===== config.mk =====
export PLATFORM = sky130hd
export DESIGN_NAME = tilt_fall_detector_core_flat
export DESIGN_NICKNAME = d
export VERILOG_FILES = /design/src/tfd_pkg.sv /design/src/tfd_if.sv /design/src/tilt_fall_detector_core.sv /design/src/flat_wrapper.sv
export SDC_FILE = /design/constraint.sdc
export NUM_CORES = 2
export LEC_CHECK = 0
export BUFFER_PORTS_ARGS = -buffer_cell sky130_fd_sc_hd__buf_2
export CAP_MARGIN = 20
export CELL_PAD_IN_SITES_DETAIL_PLACEMENT = 1
export CELL_PAD_IN_SITES_GLOBAL_PLACEMENT = 2
export CORE_UTILIZATION = 47
export CTS_BUF_LIST = sky130_fd_sc_hd__clkbuf_16
export DETAILED_ROUTE_END_ITERATION = 10
export PLACE_DENSITY = 0.93
export SETUP_SLACK_MARGIN = 0.3
export SYNTH_ARGS = -nofsm -noshare
export SYNTH_HDL_FRONTEND = slang
export SYNTH_SLANG_ARGS = --single-unit

===== constraint.sdc =====
create_clock -name clk -period 29.9 [get_ports clk]
set_input_delay 1.495 -clock clk [delete_from_list [all_inputs] [get_ports clk]]
set_output_delay 1.495 -clock clk [all_outputs]
set_load 0.01 [all_outputs]

===== src/tfd_pkg.sv =====
package tfd_pkg;

    localparam int AXIS_W  = 16;
    localparam int REF_W   = 20;
    localparam int MAG_W   = 16;
    localparam int CNT_W   = 4;
    localparam int SQ_W    = 32;
    localparam int SSQ_W   = 40;
    localparam int TERM_W  = 36;
    localparam int DOT_W   = 38;
    localparam int ROOT_W  = 20;
    localparam int REM_W   = 21;
    localparam int P1_W    = 32;
    localparam int RHS_W   = 52;
    localparam int LHS_W   = 54;
    localparam int STEP_W  = 5;

    localparam int MUL_STEPS  = 20;
    localparam int SQRT_STEPS = 20;
    localparam int RHS1_STEPS = 16;
    localparam int RHS2_STEPS = 20;

    localparam int MAX_CALIB_SAMPLES = 15;

    localparam int CFG_IDX_W  = 3;
    localparam int CFG_DATA_W = 16;

    localparam logic [15:0]      RST_MAG_LOW  = 16'd11469;
    localparam logic [15:0]      RST_MAG_HIGH = 16'd21299;
    localparam logic [CNT_W-1:0] RST_SAMPLES  = 4'd10;
    localparam logic [15:0]      RST_COS      = 16'd23167;
    localparam logic [CNT_W-1:0] RST_CONFIRM  = 4'd2;

    typedef enum logic [CFG_IDX_W-1:0] {
        REG_MAG_LOW  = 3'd0,
        REG_MAG_HIGH = 3'd1,
        REG_SAMPLES  = 3'd2,
        REG_COS      = 3'd3,
        REG_CONFIRM  = 3'd4
    } tfd_reg_t;

    typedef enum logic [3:0] {
        ST_IDLE,
        ST_MUL,
        ST_SUM,
        ST_SQRT,
        ST_DECIDE,
        ST_RHS1,
        ST_RHS2,
        ST_CMP,
        ST_OUT
    } tfd_state_t;

endpackage


===== src/tfd_if.sv =====
interface tfd_sample_if;
    import tfd_pkg::*;
    logic                     valid;
    logic                     ready;
    logic signed [AXIS_W-1:0] accel_x;
    logic signed [AXIS_W-1:0] accel_y;
    logic signed [AXIS_W-1:0] accel_z;
    logic signed [AXIS_W-1:0] gyro_x;
    logic signed [AXIS_W-1:0] gyro_y;
    logic signed [AXIS_W-1:0] gyro_z;
    modport source (output valid, accel_x, accel_y, accel_z, gyro_x, gyro_y, gyro_z,
                    input ready);
    modport sink (input valid, accel_x, accel_y, accel_z, gyro_x, gyro_y, gyro_z,
                  output ready);
endinterface

interface tfd_result_if;
    import tfd_pkg::*;
    logic             valid;
    logic             ready;
    logic [MAG_W-1:0] accel_magnitude;
    logic [MAG_W-1:0] gyro_magnitude;
    logic             fall_detected;
    logic             calibrated;
    modport source (output valid, accel_magnitude, gyro_magnitude, fall_detected, calibrated,
                    input ready);
    modport sink (input valid, accel_magnitude, gyro_magnitude, fall_detected, calibrated,
                  output ready);
endinterface

interface tfd_cfg_if;
    import tfd_pkg::*;
    logic                  valid;
    logic                  ready;
    logic [CFG_IDX_W-1:0]  index;
    logic [CFG_DATA_W-1:0] data;
    modport source (output valid, index, data, input ready);
    modport sink (input valid, index, data, output ready);
endinterface


===== src/tilt_fall_detector_core.sv =====
// Tilt and fall detector.
// sample: one transfer carries three accelerometer and three gyro axes.
// result: one transfer per sample with both floor-sqrt magnitudes, the fall
//   flag and the calibrated flag.
// cfg: register writes, taken every cycle; write only while idle.
// Each sample runs through bit-serial shift-add multipliers and
// digit-by-digit square roots, two radicand bits a cycle.
// While calibrating, an item goes from the square roots to the result load;
// after calibration the tilt product cos*|a|*|S| adds two more serial
// multiplies and a compare. The sample channel is ready again in the
// cycle after the result is loaded.
// The result sits in an output register; if the receiver stalls, the
// finished item waits in the last state until that register is free.
// Reset clears the gravity reference, counters, fall flag and restores the
// register defaults; the first samples after reset calibrate.
module tilt_fall_detector_core (
    input  logic         clk,
    input  logic         rst_n,
    tfd_sample_if.sink   sample,
    tfd_result_if.source result,
    tfd_cfg_if.sink      cfg
);
    import tfd_pkg::*;

    tfd_state_t state_reg, state_next;

    logic [15:0]      low_reg, low_next, high_reg, high_next, cos_reg, cos_next;
    logic [CNT_W-1:0] samples_reg, samples_next, confirm_reg, confirm_next;

    logic signed [REF_W-1:0] ref_reg [3];
    logic signed [REF_W-1:0] ref_next [3];
    logic [CNT_W-1:0] taken_reg, taken_next, run_reg, run_next;
    logic             fall_reg, fall_next;

    logic signed [AXIS_W-1:0] acc_reg [3];
    logic signed [AXIS_W-1:0] acc_next [3];
    logic [AXIS_W-1:0] amq_reg [3];
    logic [AXIS_W-1:0] amq_next [3];
    logic [AXIS_W-1:0] gmq_reg [3];
    logic [AXIS_W-1:0] gmq_next [3];
    logic [REF_W-1:0]  smq_reg [3];
    logic [REF_W-1:0]  smq_next [3];
    logic [SQ_W-1:0]   amc_reg [3];
    logic [SQ_W-1:0]   amc_next [3];
    logic [SQ_W-1:0]   gmc_reg [3];
    logic [SQ_W-1:0]   gmc_next [3];
    logic [SSQ_W-1:0]  smc_reg [3];
    logic [SSQ_W-1:0]  smc_next [3];
    logic signed [TERM_W-1:0] dmc_reg [3];
    logic signed [TERM_W-1:0] dmc_next [3];
    logic [SQ_W-1:0]   asq_reg [3];
    logic [SQ_W-1:0]   asq_next [3];
    logic [SQ_W-1:0]   gsq_reg [3];
    logic [SQ_W-1:0]   gsq_next [3];
    logic [SSQ_W-1:0]  ssq_reg [3];
    logic [SSQ_W-1:0]  ssq_next [3];
    logic signed [TERM_W-1:0] term_reg [3];
    logic signed [TERM_W-1:0] term_next [3];

    logic [SSQ_W-1:0]  rad_reg [3];
    logic [SSQ_W-1:0]  rad_next [3];
    logic [REM_W-1:0]  rem_reg [3];
    logic [REM_W-1:0]  rem_next [3];
    logic [ROOT_W-1:0] root_reg [3];
    logic [ROOT_W-1:0] root_next [3];
    logic signed [DOT_W-1:0] dsum_reg, dsum_next;

    logic [15:0]      p1q_reg, p1q_next;
    logic [P1_W-1:0]  p1mc_reg, p1mc_next, p1_reg, p1_next;
    logic [ROOT_W-1:0] p2q_reg, p2q_next;
    logic [RHS_W-1:0] p2mc_reg, p2mc_next, rhs_reg, rhs_next;

    logic [STEP_W-1:0] cnt_reg, cnt_next;

    logic             out_valid_reg, out_valid_next, fall_out_reg, fall_out_next;
    logic             cal_out_reg, cal_out_next;
    logic [MAG_W-1:0] amag_out_reg, amag_out_next, gmag_out_reg, gmag_out_next;

    logic signed [AXIS_W-1:0] a_in [3];
    logic signed [AXIS_W-1:0] g_in [3];
    logic [CNT_W-1:0] target;
    logic             calibrating;
    logic [MAG_W-1:0] amag, am;
    logic [ROOT_W-1:0] smag;
    logic signed [LHS_W-1:0] lhs, rhs_ext;
    logic             tilted;
    logic             out_load;
    logic [CNT_W-1:0] run_inc;

    function automatic logic [AXIS_W-1:0] abs16(input logic signed [AXIS_W-1:0] v);
        abs16 = v[AXIS_W-1] ? AXIS_W'(~v + 1'b1) : AXIS_W'(v);
    endfunction

    function automatic logic [REF_W-1:0] abs20(input logic signed [REF_W-1:0] v);
        abs20 = v[REF_W-1] ? REF_W'(~v + 1'b1) : REF_W'(v);
    endfunction

    function automatic logic [REM_W+ROOT_W-1:0] sqrt_step(
        input logic [REM_W-1:0]  rem,
        input logic [ROOT_W-1:0] root,
        input logic [1:0]        pair
    );
        logic [REM_W+1:0] trial;
        logic [REM_W+1:0] cand;
        trial = {rem, pair};
        cand  = {1'b0, root, 2'b01};
        if (trial >= cand)
        begin
            sqrt_step = {REM_W'(trial - cand), root[ROOT_W-2:0], 1'b1};
        end
        else
        begin
            sqrt_step = {REM_W'(trial), root[ROOT_W-2:0], 1'b0};
        end
    endfunction

    assign a_in[0] = sample.accel_x;
    assign a_in[1] = sample.accel_y;
    assign a_in[2] = sample.accel_z;
    assign g_in[0] = sample.gyro_x;
    assign g_in[1] = sample.gyro_y;
    assign g_in[2] = sample.gyro_z;

    assign target = (samples_reg < CNT_W'(MAX_CALIB_SAMPLES)) ? samples_reg
                                                              : CNT_W'(MAX_CALIB_SAMPLES);
    assign calibrating = taken_reg < target;
    assign amag    = root_reg[0][MAG_W-1:0];
    assign am      = (amag == '0) ? MAG_W'(1) : amag;
    assign smag    = (root_reg[2] == '0) ? ROOT_W'(1) : root_reg[2];
    assign lhs     = {dsum_reg[DOT_W-1], dsum_reg, 15'b0};
    assign rhs_ext = {2'b00, rhs_reg};
    assign tilted  = lhs < rhs_ext;
    assign run_inc = (run_reg < 4'd15) ? run_reg + 1'b1 : run_reg;

    // next state
    always_comb
    begin
        state_next = state_reg;
        case (state_reg)
            ST_IDLE:   if (sample.valid) state_next = ST_MUL;
            ST_MUL:    if (cnt_reg == STEP_W'(MUL_STEPS - 1)) state_next = ST_SUM;
            ST_SUM:    state_next = ST_SQRT;
            ST_SQRT:   if (cnt_reg == STEP_W'(SQRT_STEPS - 1)) state_next = ST_DECIDE;
            ST_DECIDE: state_next = calibrating ? ST_OUT : ST_RHS1;
            ST_RHS1:   if (cnt_reg == STEP_W'(RHS1_STEPS - 1)) state_next = ST_RHS2;
            ST_RHS2:   if (cnt_reg == STEP_W'(RHS2_STEPS - 1)) state_next = ST_CMP;
            ST_CMP:    state_next = ST_OUT;
            ST_OUT:    if (out_load) state_next = ST_IDLE;
            default:   state_next = ST_IDLE;
        endcase
    end

    // FSM outputs
    always_comb
    begin
        sample.ready = 1'b0;
        out_load     = 1'b0;
        case (state_reg)
            ST_IDLE: sample.ready = 1'b1;
            ST_OUT:  out_load = !out_valid_reg || result.ready;
            default: ;
        endcase
    end

    assign cfg.ready = 1'b1;

    // config and control state
    always_comb
    begin
        low_next     = low_reg;
        high_next    = high_reg;
        samples_next = samples_reg;
        cos_next     = cos_reg;
        confirm_next = confirm_reg;
        if (cfg.valid)
        begin
            case (tfd_reg_t'(cfg.index))
                REG_MAG_LOW:  low_next     = cfg.data;
                REG_MAG_HIGH: high_next    = cfg.data;
                REG_SAMPLES:  samples_next = cfg.data[CNT_W-1:0];
                REG_COS:      cos_next     = cfg.data;
                REG_CONFIRM:  confirm_next = cfg.data[CNT_W-1:0];
                default: ;
            endcase
        end

        ref_next   = ref_reg;
        taken_next = taken_reg;
        run_next   = run_reg;
        fall_next  = fall_reg;
        if (state_reg == ST_DECIDE && calibrating && amag >= low_reg && amag <= high_reg)
        begin
            for (int i = 0; i < 3; i++)
            begin
                ref_next[i] = ref_reg[i] + REF_W'(acc_reg[i]);
            end
            taken_next = taken_reg + 1'b1;
        end
        if (state_reg == ST_CMP)
        begin
            if (tilted)
            begin
                run_next = run_inc;
                if (run_inc >= confirm_reg) fall_next = 1'b1;
            end
            else
            begin
                run_next  = '0;
                fall_next = 1'b0;
            end
        end

        out_valid_next = out_valid_reg && !result.ready;
        amag_out_next  = amag_out_reg;
        gmag_out_next  = gmag_out_reg;
        fall_out_next  = fall_out_reg;
        cal_out_next   = cal_out_reg;
        if (out_load)
        begin
            out_valid_next = 1'b1;
            amag_out_next  = amag;
            gmag_out_next  = root_reg[1][MAG_W-1:0];
            fall_out_next  = fall_reg;
            cal_out_next   = !calibrating;
        end
    end

    // serial datapath
    always_comb
    begin
        acc_next  = acc_reg;
        amq_next  = amq_reg;
        gmq_next  = gmq_reg;
        smq_next  = smq_reg;
        amc_next  = amc_reg;
        gmc_next  = gmc_reg;
        smc_next  = smc_reg;
        dmc_next  = dmc_reg;
        asq_next  = asq_reg;
        gsq_next  = gsq_reg;
        ssq_next  = ssq_reg;
        term_next = term_reg;
        rad_next  = rad_reg;
        rem_next  = rem_reg;
        root_next = root_reg;
        dsum_next = dsum_reg;
        p1q_next  = p1q_reg;
        p1mc_next = p1mc_reg;
        p1_next   = p1_reg;
        p2q_next  = p2q_reg;
        p2mc_next = p2mc_reg;
        rhs_next  = rhs_reg;
        cnt_next  = cnt_reg;
        case (state_reg)
            ST_IDLE:
            begin
                cnt_next = '0;
                for (int i = 0; i < 3; i++)
                begin
                    acc_next[i]  = a_in[i];
                    amq_next[i]  = abs16(a_in[i]);
                    amc_next[i]  = SQ_W'(abs16(a_in[i]));
                    gmq_next[i]  = abs16(g_in[i]);
                    gmc_next[i]  = SQ_W'(abs16(g_in[i]));
                    smq_next[i]  = abs20(ref_reg[i]);
                    smc_next[i]  = SSQ_W'(abs20(ref_reg[i]));
                    dmc_next[i]  = a_in[i][AXIS_W-1] ? -TERM_W'(ref_reg[i])
                                                     : TERM_W'(ref_reg[i]);
                    asq_next[i]  = '0;
                    gsq_next[i]  = '0;
                    ssq_next[i]  = '0;
                    term_next[i] = '0;
                end
            end
            ST_MUL:
            begin
                for (int i = 0; i < 3; i++)
                begin
                    if (amq_reg[i][0])
                    begin
                        asq_next[i]  = asq_reg[i] + amc_reg[i];
                        term_next[i] = term_reg[i] + dmc_reg[i];
                    end
                    if (gmq_reg[i][0]) gsq_next[i] = gsq_reg[i] + gmc_reg[i];
                    if (smq_reg[i][0]) ssq_next[i] = ssq_reg[i] + smc_reg[i];
                    amq_next[i] = amq_reg[i] >> 1;
                    gmq_next[i] = gmq_reg[i] >> 1;
                    smq_next[i] = smq_reg[i] >> 1;
                    amc_next[i] = amc_reg[i] << 1;
                    gmc_next[i] = gmc_reg[i] << 1;
                    smc_next[i] = smc_reg[i] << 1;
                    dmc_next[i] = dmc_reg[i] <<< 1;
                end
                cnt_next = (cnt_reg == STEP_W'(MUL_STEPS - 1)) ? '0 : cnt_reg + 1'b1;
            end
            ST_SUM:
            begin
                rad_next[0] = SSQ_W'(SQ_W'(asq_reg[0] + asq_reg[1] + asq_reg[2]));
                rad_next[1] = SSQ_W'(SQ_W'(gsq_reg[0] + gsq_reg[1] + gsq_reg[2]));
                rad_next[2] = ssq_reg[0] + ssq_reg[1] + ssq_reg[2];
                for (int i = 0; i < 3; i++)
                begin
                    rem_next[i]  = '0;
                    root_next[i] = '0;
                end
                dsum_next = DOT_W'(term_reg[0]) + DOT_W'(term_reg[1]) + DOT_W'(term_reg[2]);
                cnt_next  = '0;
            end
            ST_SQRT:
            begin
                for (int i = 0; i < 3; i++)
                begin
                    {rem_next[i], root_next[i]} =
                        sqrt_step(rem_reg[i], root_reg[i], rad_reg[i][SSQ_W-1:SSQ_W-2]);
                    rad_next[i] = rad_reg[i] << 2;
                end
                cnt_next = (cnt_reg == STEP_W'(SQRT_STEPS - 1)) ? '0 : cnt_reg + 1'b1;
            end
            ST_DECIDE:
            begin
                p1q_next  = cos_reg;
                p1mc_next = P1_W'(am);
                p1_next   = '0;
                cnt_next  = '0;
            end
            ST_RHS1:
            begin
                if (p1q_reg[0]) p1_next = p1_reg + p1mc_reg;
                p1q_next  = p1q_reg >> 1;
                p1mc_next = p1mc_reg << 1;
                p2q_next  = smag;
                p2mc_next = RHS_W'(p1_next);
                rhs_next  = '0;
                cnt_next  = (cnt_reg == STEP_W'(RHS1_STEPS - 1)) ? '0 : cnt_reg + 1'b1;
            end
            ST_RHS2:
            begin
                if (p2q_reg[0]) rhs_next = rhs_reg + p2mc_reg;
                p2q_next  = p2q_reg >> 1;
                p2mc_next = p2mc_reg << 1;
                cnt_next  = (cnt_reg == STEP_W'(RHS2_STEPS - 1)) ? '0 : cnt_reg + 1'b1;
            end
            default: ;
        endcase
    end

    always_ff @(posedge clk or negedge rst_n)
    begin
        if (!rst_n)
        begin
            state_reg     <= ST_IDLE;
            low_reg       <= RST_MAG_LOW;
            high_reg      <= RST_MAG_HIGH;
            samples_reg   <= RST_SAMPLES;
            cos_reg       <= RST_COS;
            confirm_reg   <= RST_CONFIRM;
            for (int i = 0; i < 3; i++)
            begin
                ref_reg[i] <= '0;
            end
            taken_reg     <= '0;
            run_reg       <= '0;
            fall_reg      <= 1'b0;
            cnt_reg       <= '0;
            out_valid_reg <= 1'b0;
        end
        else
        begin
            state_reg     <= state_next;
            low_reg       <= low_next;
            high_reg      <= high_next;
            samples_reg   <= samples_next;
            cos_reg       <= cos_next;
            confirm_reg   <= confirm_next;
            ref_reg       <= ref_next;
            taken_reg     <= taken_next;
            run_reg       <= run_next;
            fall_reg      <= fall_next;
            cnt_reg       <= cnt_next;
            out_valid_reg <= out_valid_next;
        end
    end

    always_ff @(posedge clk)
    begin
        acc_reg      <= acc_next;
        amq_reg      <= amq_next;
        gmq_reg      <= gmq_next;
        smq_reg      <= smq_next;
        amc_reg      <= amc_next;
        gmc_reg      <= gmc_next;
        smc_reg      <= smc_next;
        dmc_reg      <= dmc_next;
        asq_reg      <= asq_next;
        gsq_reg      <= gsq_next;
        ssq_reg      <= ssq_next;
        term_reg     <= term_next;
        rad_reg      <= rad_next;
        rem_reg      <= rem_next;
        root_reg     <= root_next;
        dsum_reg     <= dsum_next;
        p1q_reg      <= p1q_next;
        p1mc_reg     <= p1mc_next;
        p1_reg       <= p1_next;
        p2q_reg      <= p2q_next;
        p2mc_reg     <= p2mc_next;
        rhs_reg      <= rhs_next;
        amag_out_reg <= amag_out_next;
        gmag_out_reg <= gmag_out_next;
        fall_out_reg <= fall_out_next;
        cal_out_reg  <= cal_out_next;
    end

    assign result.valid           = out_valid_reg;
    assign result.accel_magnitude = amag_out_reg;
    assign result.gyro_magnitude  = gmag_out_reg;
    assign result.fall_detected   = fall_out_reg;
    assign result.calibrated      = cal_out_reg;

    a_accept_starts: assert property (@(posedge clk) disable iff (!rst_n)
        sample.valid && sample.ready |=> state_reg == ST_MUL)
        else $error("accepted sample did not start the multiply phase");

    a_result_from_out: assert property (@(posedge clk) disable iff (!rst_n)
        $rose(out_valid_reg) |-> $past(state_reg) == ST_OUT)
        else $error("result raised outside the output state");

    a_fall_needs_run: assert property (@(posedge clk) disable iff (!rst_n)
        fall_reg |-> run_reg != '0)
        else $error("fall flag set with empty tilt run");

    a_taken_bound: assert property (@(posedge clk) disable iff (!rst_n)
        taken_reg <= CNT_W'(MAX_CALIB_SAMPLES))
        else $error("calibration count beyond limit");

endmodule

===== src/flat_wrapper.sv =====
// flat-port wrapper written by rule: the top's interface ports become plain ports
module tilt_fall_detector_core_flat import tfd_pkg::*;
  (clk, rst_n, sample_valid, sample_accel_x, sample_accel_y, sample_accel_z, sample_gyro_x, sample_gyro_y, sample_gyro_z, sample_ready, result_valid, result_accel_magnitude, result_gyro_magnitude, result_fall_detected, result_calibrated, result_ready, cfg_valid, cfg_index, cfg_data, cfg_ready);
  tfd_sample_if sample_i ();
  tfd_result_if result_i ();
  tfd_cfg_if cfg_i ();
  input  logic clk;
  input  logic rst_n;
  input wire logic [$bits(sample_i.valid)-1:0] sample_valid;
  input wire logic [$bits(sample_i.accel_x)-1:0] sample_accel_x;
  input wire logic [$bits(sample_i.accel_y)-1:0] sample_accel_y;
  input wire logic [$bits(sample_i.accel_z)-1:0] sample_accel_z;
  input wire logic [$bits(sample_i.gyro_x)-1:0] sample_gyro_x;
  input wire logic [$bits(sample_i.gyro_y)-1:0] sample_gyro_y;
  input wire logic [$bits(sample_i.gyro_z)-1:0] sample_gyro_z;
  output wire logic [$bits(sample_i.ready)-1:0] sample_ready;
  output wire logic [$bits(result_i.valid)-1:0] result_valid;
  output wire logic [$bits(result_i.accel_magnitude)-1:0] result_accel_magnitude;
  output wire logic [$bits(result_i.gyro_magnitude)-1:0] result_gyro_magnitude;
  output wire logic [$bits(result_i.fall_detected)-1:0] result_fall_detected;
  output wire logic [$bits(result_i.calibrated)-1:0] result_calibrated;
  input wire logic [$bits(result_i.ready)-1:0] result_ready;
  input wire logic [$bits(cfg_i.valid)-1:0] cfg_valid;
  input wire logic [$bits(cfg_i.index)-1:0] cfg_index;
  input wire logic [$bits(cfg_i.data)-1:0] cfg_data;
  output wire logic [$bits(cfg_i.ready)-1:0] cfg_ready;
  assign sample_i.valid = sample_valid;
  assign sample_i.accel_x = sample_accel_x;
  assign sample_i.accel_y = sample_accel_y;
  assign sample_i.accel_z = sample_accel_z;
  assign sample_i.gyro_x = sample_gyro_x;
  assign sample_i.gyro_y = sample_gyro_y;
  assign sample_i.gyro_z = sample_gyro_z;
  assign sample_ready = sample_i.ready;
  assign result_valid = result_i.valid;
  assign result_accel_magnitude = result_i.accel_magnitude;
  assign result_gyro_magnitude = result_i.gyro_magnitude;
  assign result_fall_detected = result_i.fall_detected;
  assign result_calibrated = result_i.calibrated;
  assign result_i.ready = result_ready;
  assign cfg_i.valid = cfg_valid;
  assign cfg_i.index = cfg_index;
  assign cfg_i.data = cfg_data;
  assign cfg_ready = cfg_i.ready;
  tilt_fall_detector_core u_core (.clk(clk), .rst_n(rst_n), .sample(sample_i), .result(result_i), .cfg(cfg_i));
endmodule

; ---- Word-level counts from Yosys, hierarchy flattened
; Index checks and enable logic that the tools add are counted.
[totals]
register_bits = 1698
rom_bits = 0
inputBits = 120
latch_bits = 0
ram_bits = 0
n_memories = 0
output_inout_bits = 37
word_cells = 269
[classes]
div_mod_pow = 0
mul = 0
n_mux = 70
n_shift = 0
eq_ne = 31
n_bitwise = 9
n_addsub = 43
n_reduce_logical = 36
n_lt_le_gt_ge = 10
[ops]
columns = cell, n
row1 = $pmux W96 S2, 4
row2 = $pmux W120 S2, 3
row3 = $pmux W108 S2, 2
row4 = $add A32 B32 Y32, 11
row5 = $pmux W60 S2, 2
row6 = $mux W32, 7
row7 = $mux W36, 6
row8 = $pmux W52 S2, 2
row9 = $add A40 B40 Y40, 5
row10 = $pmux W48 S2, 2
row11 = $pmux W32 S2, 2
row12 = $pmux W63 S2, 1
row13 = $mux W41, 3
row14 = $mux W40, 3
row15 = $mux W16, 7
row16 = $add A36 B36 Y36, 3
row17 = $neg A20 Y36, 3
row18 = $add A16 B1 Y16 const B, 6
row19 = $not A16 Y16, 6
row20 = $mux W20, 4
row21 = $ge A23 B22 Y1, 3
row22 = $sub A21 B21 Y21, 3
row23 = $add A20 B1 Y20 const B, 3
row24 = $add A20 B16 Y20, 3
row25 = other kinds (43), 105

; ---- Depth between registers and ports, before layout
[logic_depth]
depth_word = 6
depth_mapped = 16
ltp_nobuf = 16

; ---- Worst setup path after synthesis
; No wires, ideal clock.
[synth_path]
kind = flip-flop to flip-flop
startpoint = register u_core.state_reg[1]
endpoint = register u_core.amc_reg[0] (netlist name) (enable)
arrival_time_ns = 12.270
path_buffers = 3
period_less_slack_ns = 13.185
required_time_ns = 28.985
setup_time_ns = 0.915
slack_ns = 16.715
stages_incl_launch_ff = 6
cell_sequence = dfrtp_1 > clkbuf_1 > clkbuf_1 > or3_1 > clkbuf_1 > inv_1
[synth_via]
elab_chain_len = 2
word_cells_on_any_way = 3
[synth_rtl]
columns = item, line
row1 = start: declaration, tilt_fall_detector_core.sv:25  ; tfd_state_t state_reg, state_next;
row2 = start signal: assignment, tilt_fall_detector_core.sv:369  ; state_reg <= state_next;
row3 = $eq A4 B1 Y1 or $logic_not A4 Y1 (tied branches), tilt_fall_detector_core.sv:254  ; case (state_reg)
row4 = $reduce_bool A2 Y1 (no source line) *, -
row5 = end signal: assignment, tilt_fall_detector_core.sv:390  ; amc_reg <= amc_next;
row6 = end: declaration, tilt_fall_detector_core.sv:43  ; logic [SQ_W-1:0] amc_reg [3];
; Mark *: on every way between the ends. The rest lies on a longest branch, timed or not.
; A chain may end at the register's enable or synchronous reset.

==> flow_metrics.env <==
export IMPL_r2r_end="u_core.rad_reg[65]$_DFFE_PP_"
export IMPL_antenna_left=0
export IMPL_chipHeight_um=484
export IMPL_vias=83989
export IMPL_die_w_um=484
export IMPL_synth_common_cells="edfxtp_1, nor2_1, ha_1, nand2_1, a21oi_1"
export IMPL_multi_input_area_um2=56300
export IMPL_yosysUniqueCellTypes=97
export IMPL_clk_pin_slew_ps=60
export IMPL_tightest_slew_ps=1180
export IMPL_totalWireLength_um=322000
export IMPL_cts_setup_buffers=0
export IMPL_die_area_um2=234000
export IMPL_critPathLaunchType="register"
export IMPL_cp_arrival_ps=5730
export IMPL_cts_resized=0
export IMPL_synth_area_top_cells="edfxtp_1, ha_1, a21oi_1"
export IMPL_grt_pass1_wl_um=502000
export IMPL_syn_avg_cell_area_um2=10.4
export IMPL_setup_viol=0
export IMPL_drv_cap=0
export IMPL_clock_path_buffers=3
export IMPL_slew_viol_final=0
export IMPL_area_growth_pct=9.68
export IMPL_synth_top_area_share_pct=42.9
export IMPL_cts_root_buf="clkbuf_16"
export IMPL_regArea_um2=50300
export IMPL_gp_congestion=0.906
export IMPL_fin_crit_ps=5170
export IMPL_fin_util_pct=52.0
export IMPL_yosysWarnings=0
export IMPL_r2r_start="u_core.gsq_reg[1]$_SDFFCE_PN0P_"
export IMPL_synth_nets=11676
export IMPL_std_cell_rows=176
export IMPL_grt_max_degree=200
export IMPL_antenna_found_initial=7
export IMPL_viasPerCell=6.08
export IMPL_hold_viol=0
export IMPL_rsz0062_at_grt="false"
export IMPL_fin_skew_ps=38.7
export IMPL_clock_latency_ps=860
export IMPL_dp_hpwl_um=236000
export IMPL_max_clock_freq_mhz=193
export IMPL_cp_max_fo=3
export IMPL_hold_buffers=0
export IMPL_initial_utilization_pct=47.4
export IMPL_drive_gt1_share_pct=6.86
export IMPL_cts_sinks=1695
export IMPL_coreArea_um2=231000
export IMPL_syn_inst=10558
export IMPL_yosysMostFrequentCell="edfxtp_1"
export IMPL_fin_crit_sh_pct=17.3
export IMPL_tns_ps=0
export IMPL_endpoint="u_core.rad_reg[65]$_DFFE_PP_"
export IMPL_ff2ff_path_depth=13
export IMPL_grt_pass1_vias=87800
export IMPL_end_kind="register"
export IMPL_numCtsBuffers=195
export IMPL_synth_area_leader_cell="edfxtp_1"
export IMPL_h_tree_depth=4
export IMPL_ys_seq_area_share_pct=46.0
export IMPL_fin_nets=11746
export IMPL_n_fill_cell=25008
export IMPL_syn_area_um2=109000
export IMPL_holdCritPathClass="reg -> reg"
export IMPL_ys_flop_type="edfxtp_1"
export IMPL_synth_seq_cells=1695
export IMPL_required_ps=30460
export IMPL_crit_type="reg -> reg"
export IMPL_cts_tree="yes"
export IMPL_relSlewSlack_pct=21.2
export IMPL_numPortBuffers=155
export IMPL_grt_ovfl_total=0
export IMPL_synth_enable_flop_cells=1560
export IMPL_io_pins=157
export IMPL_async_flop_share_pct=7.96
export IMPL_wl_per_cell_um=23.3
export IMPL_first_iter_violations=6105
export IMPL_crit_path_start="u_core.gsq_reg[1]$_SDFFCE_PN0P_"
export IMPL_grt_usage_pct=26.9
export IMPL_rrSetupSlack_ps=24730
export IMPL_first_pass_iters=7
export IMPL_status="completed"
export IMPL_drc=0
-- area by class of cell --
type | count | area share (%)
Multi-Input combinational cell | 8086 | 47.0
Sequential cell | 1695 | 41.9
Clock buffer | 203 | 4.24
Tap cell | 3026 | 3.16
Inverter | 418 | 1.32
Timing Repair Buffer | 232 | 1.26
Clock inverter | 158 | 1.11
Antenna cell | 2 | 0.00417
-- worst max-delay path: stages, from the launching register on --
cell and delay (ps):
edfxtp_1 470, fa_1 530, ha_1 250, fa_1 450
a211o_1 310, a2111oi_0 810, o21bai_1 230, o21ai_0 390
o21ai_0 300, a21o_1 290, o21ai_0 390, o21ai_0 170
xnor2_1 190, a21oi_1 90
-- metrics by stage --
step | instances | hold slack [ps] | cell area (µm²) | setup slack (ps)
2_1_floorplan | 10558 | 426 | 109000 | 16720
3_3_place_gp | 13450 | 434 | 113000 | 24880
3_5_place_dp | 13452 | 441 | 113000 | 24770
4_1_cts | 13813 | 455 | 120000 | 24700
5_1_grt | 13820 | 466 | 120000 | 24130
6_report | 13820 | 454 | 120000 | 24730
-- worst min-delay path by stage --
stage	start	end	slack [ps]	cells after the start
6_report	u_core.root_reg[33]$_SDFFCE_PN0P_	u_core.result.gyro_magnitude[13]$_DFFE_PP_	450	0
5_1_grt	u_core.root_reg[32]$_SDFFCE_PN0P_	u_core.result.gyro_magnitude[12]$_DFFE_PP_	470	0
4_1_cts	u_core.root_reg[32]$_SDFFCE_PN0P_	u_core.result.gyro_magnitude[12]$_DFFE_PP_	460	0
3_5_place_dp	u_core.root_reg[32]$_SDFFCE_PN0P_	u_core.result.gyro_magnitude[12]$_DFFE_PP_	440	0
3_3_place_gp	u_core.root_reg[28]$_SDFFCE_PN0P_	u_core.result.gyro_magnitude[8]$_DFFE_PP_	430	0
2_1_floorplan	u_core.amag[0]$_SDFFCE_PN0P_	u_core.result.accel_magnitude[0]$_DFFE_PP_	430	0
-- cell families (layout without fill, tap and decap cells) --
group / count (synthesis) / after routing / share of synthesized area (%)
compound gates: 2944 / 2944 / 17.3
simple gates: 3327 / 3327 / 14.7
other cells: 1 / 3 / 0.00343
fa+ha+maj: 998 / 998 / 12.5
mux: 156 / 156 / 1.51
buf+inv: 777 / 1011 / 2.70
flops: 1695 / 1695 / 46.0
xor+xnor: 660 / 660 / 5.29
-- layout by cell type (no fill, tap or decap), drive strengths merged, types with 62 or more instances in the layout --
cell type / count
a211oi: 113
a21o: 426
a21oi: 803
a31oi: 62
and2: 68
and3: 347
buf: 231
clkbuf: 204
clkinv: 85
dfrtp: 105
edfxtp: 1560
fa: 158
ha: 840
inv: 466
mux2: 68
mux2i: 88
nand2: 836
nand2b: 145
nand3: 197
nand4: 74
nor2: 980
nor2b: 129
nor3: 231
o21a: 354
o21ai: 629
o21bai: 93
o31ai: 71
or3: 116
xnor2: 345
xor2: 315
-- per-layer routing --
metal  global-route usage, %  share of wire (%)  vias up
li1                        -                  -    39230
met4                    6.90                2.4        2
met5                       0             0.0037        -
met2                    44.1                 47     1879
met3                    3.03                5.2      406
met1                    37.8                 46    42472
Power is not shown: default switching activity piles up to over one toggle a cycle in this logic, so the estimate is an artifact.
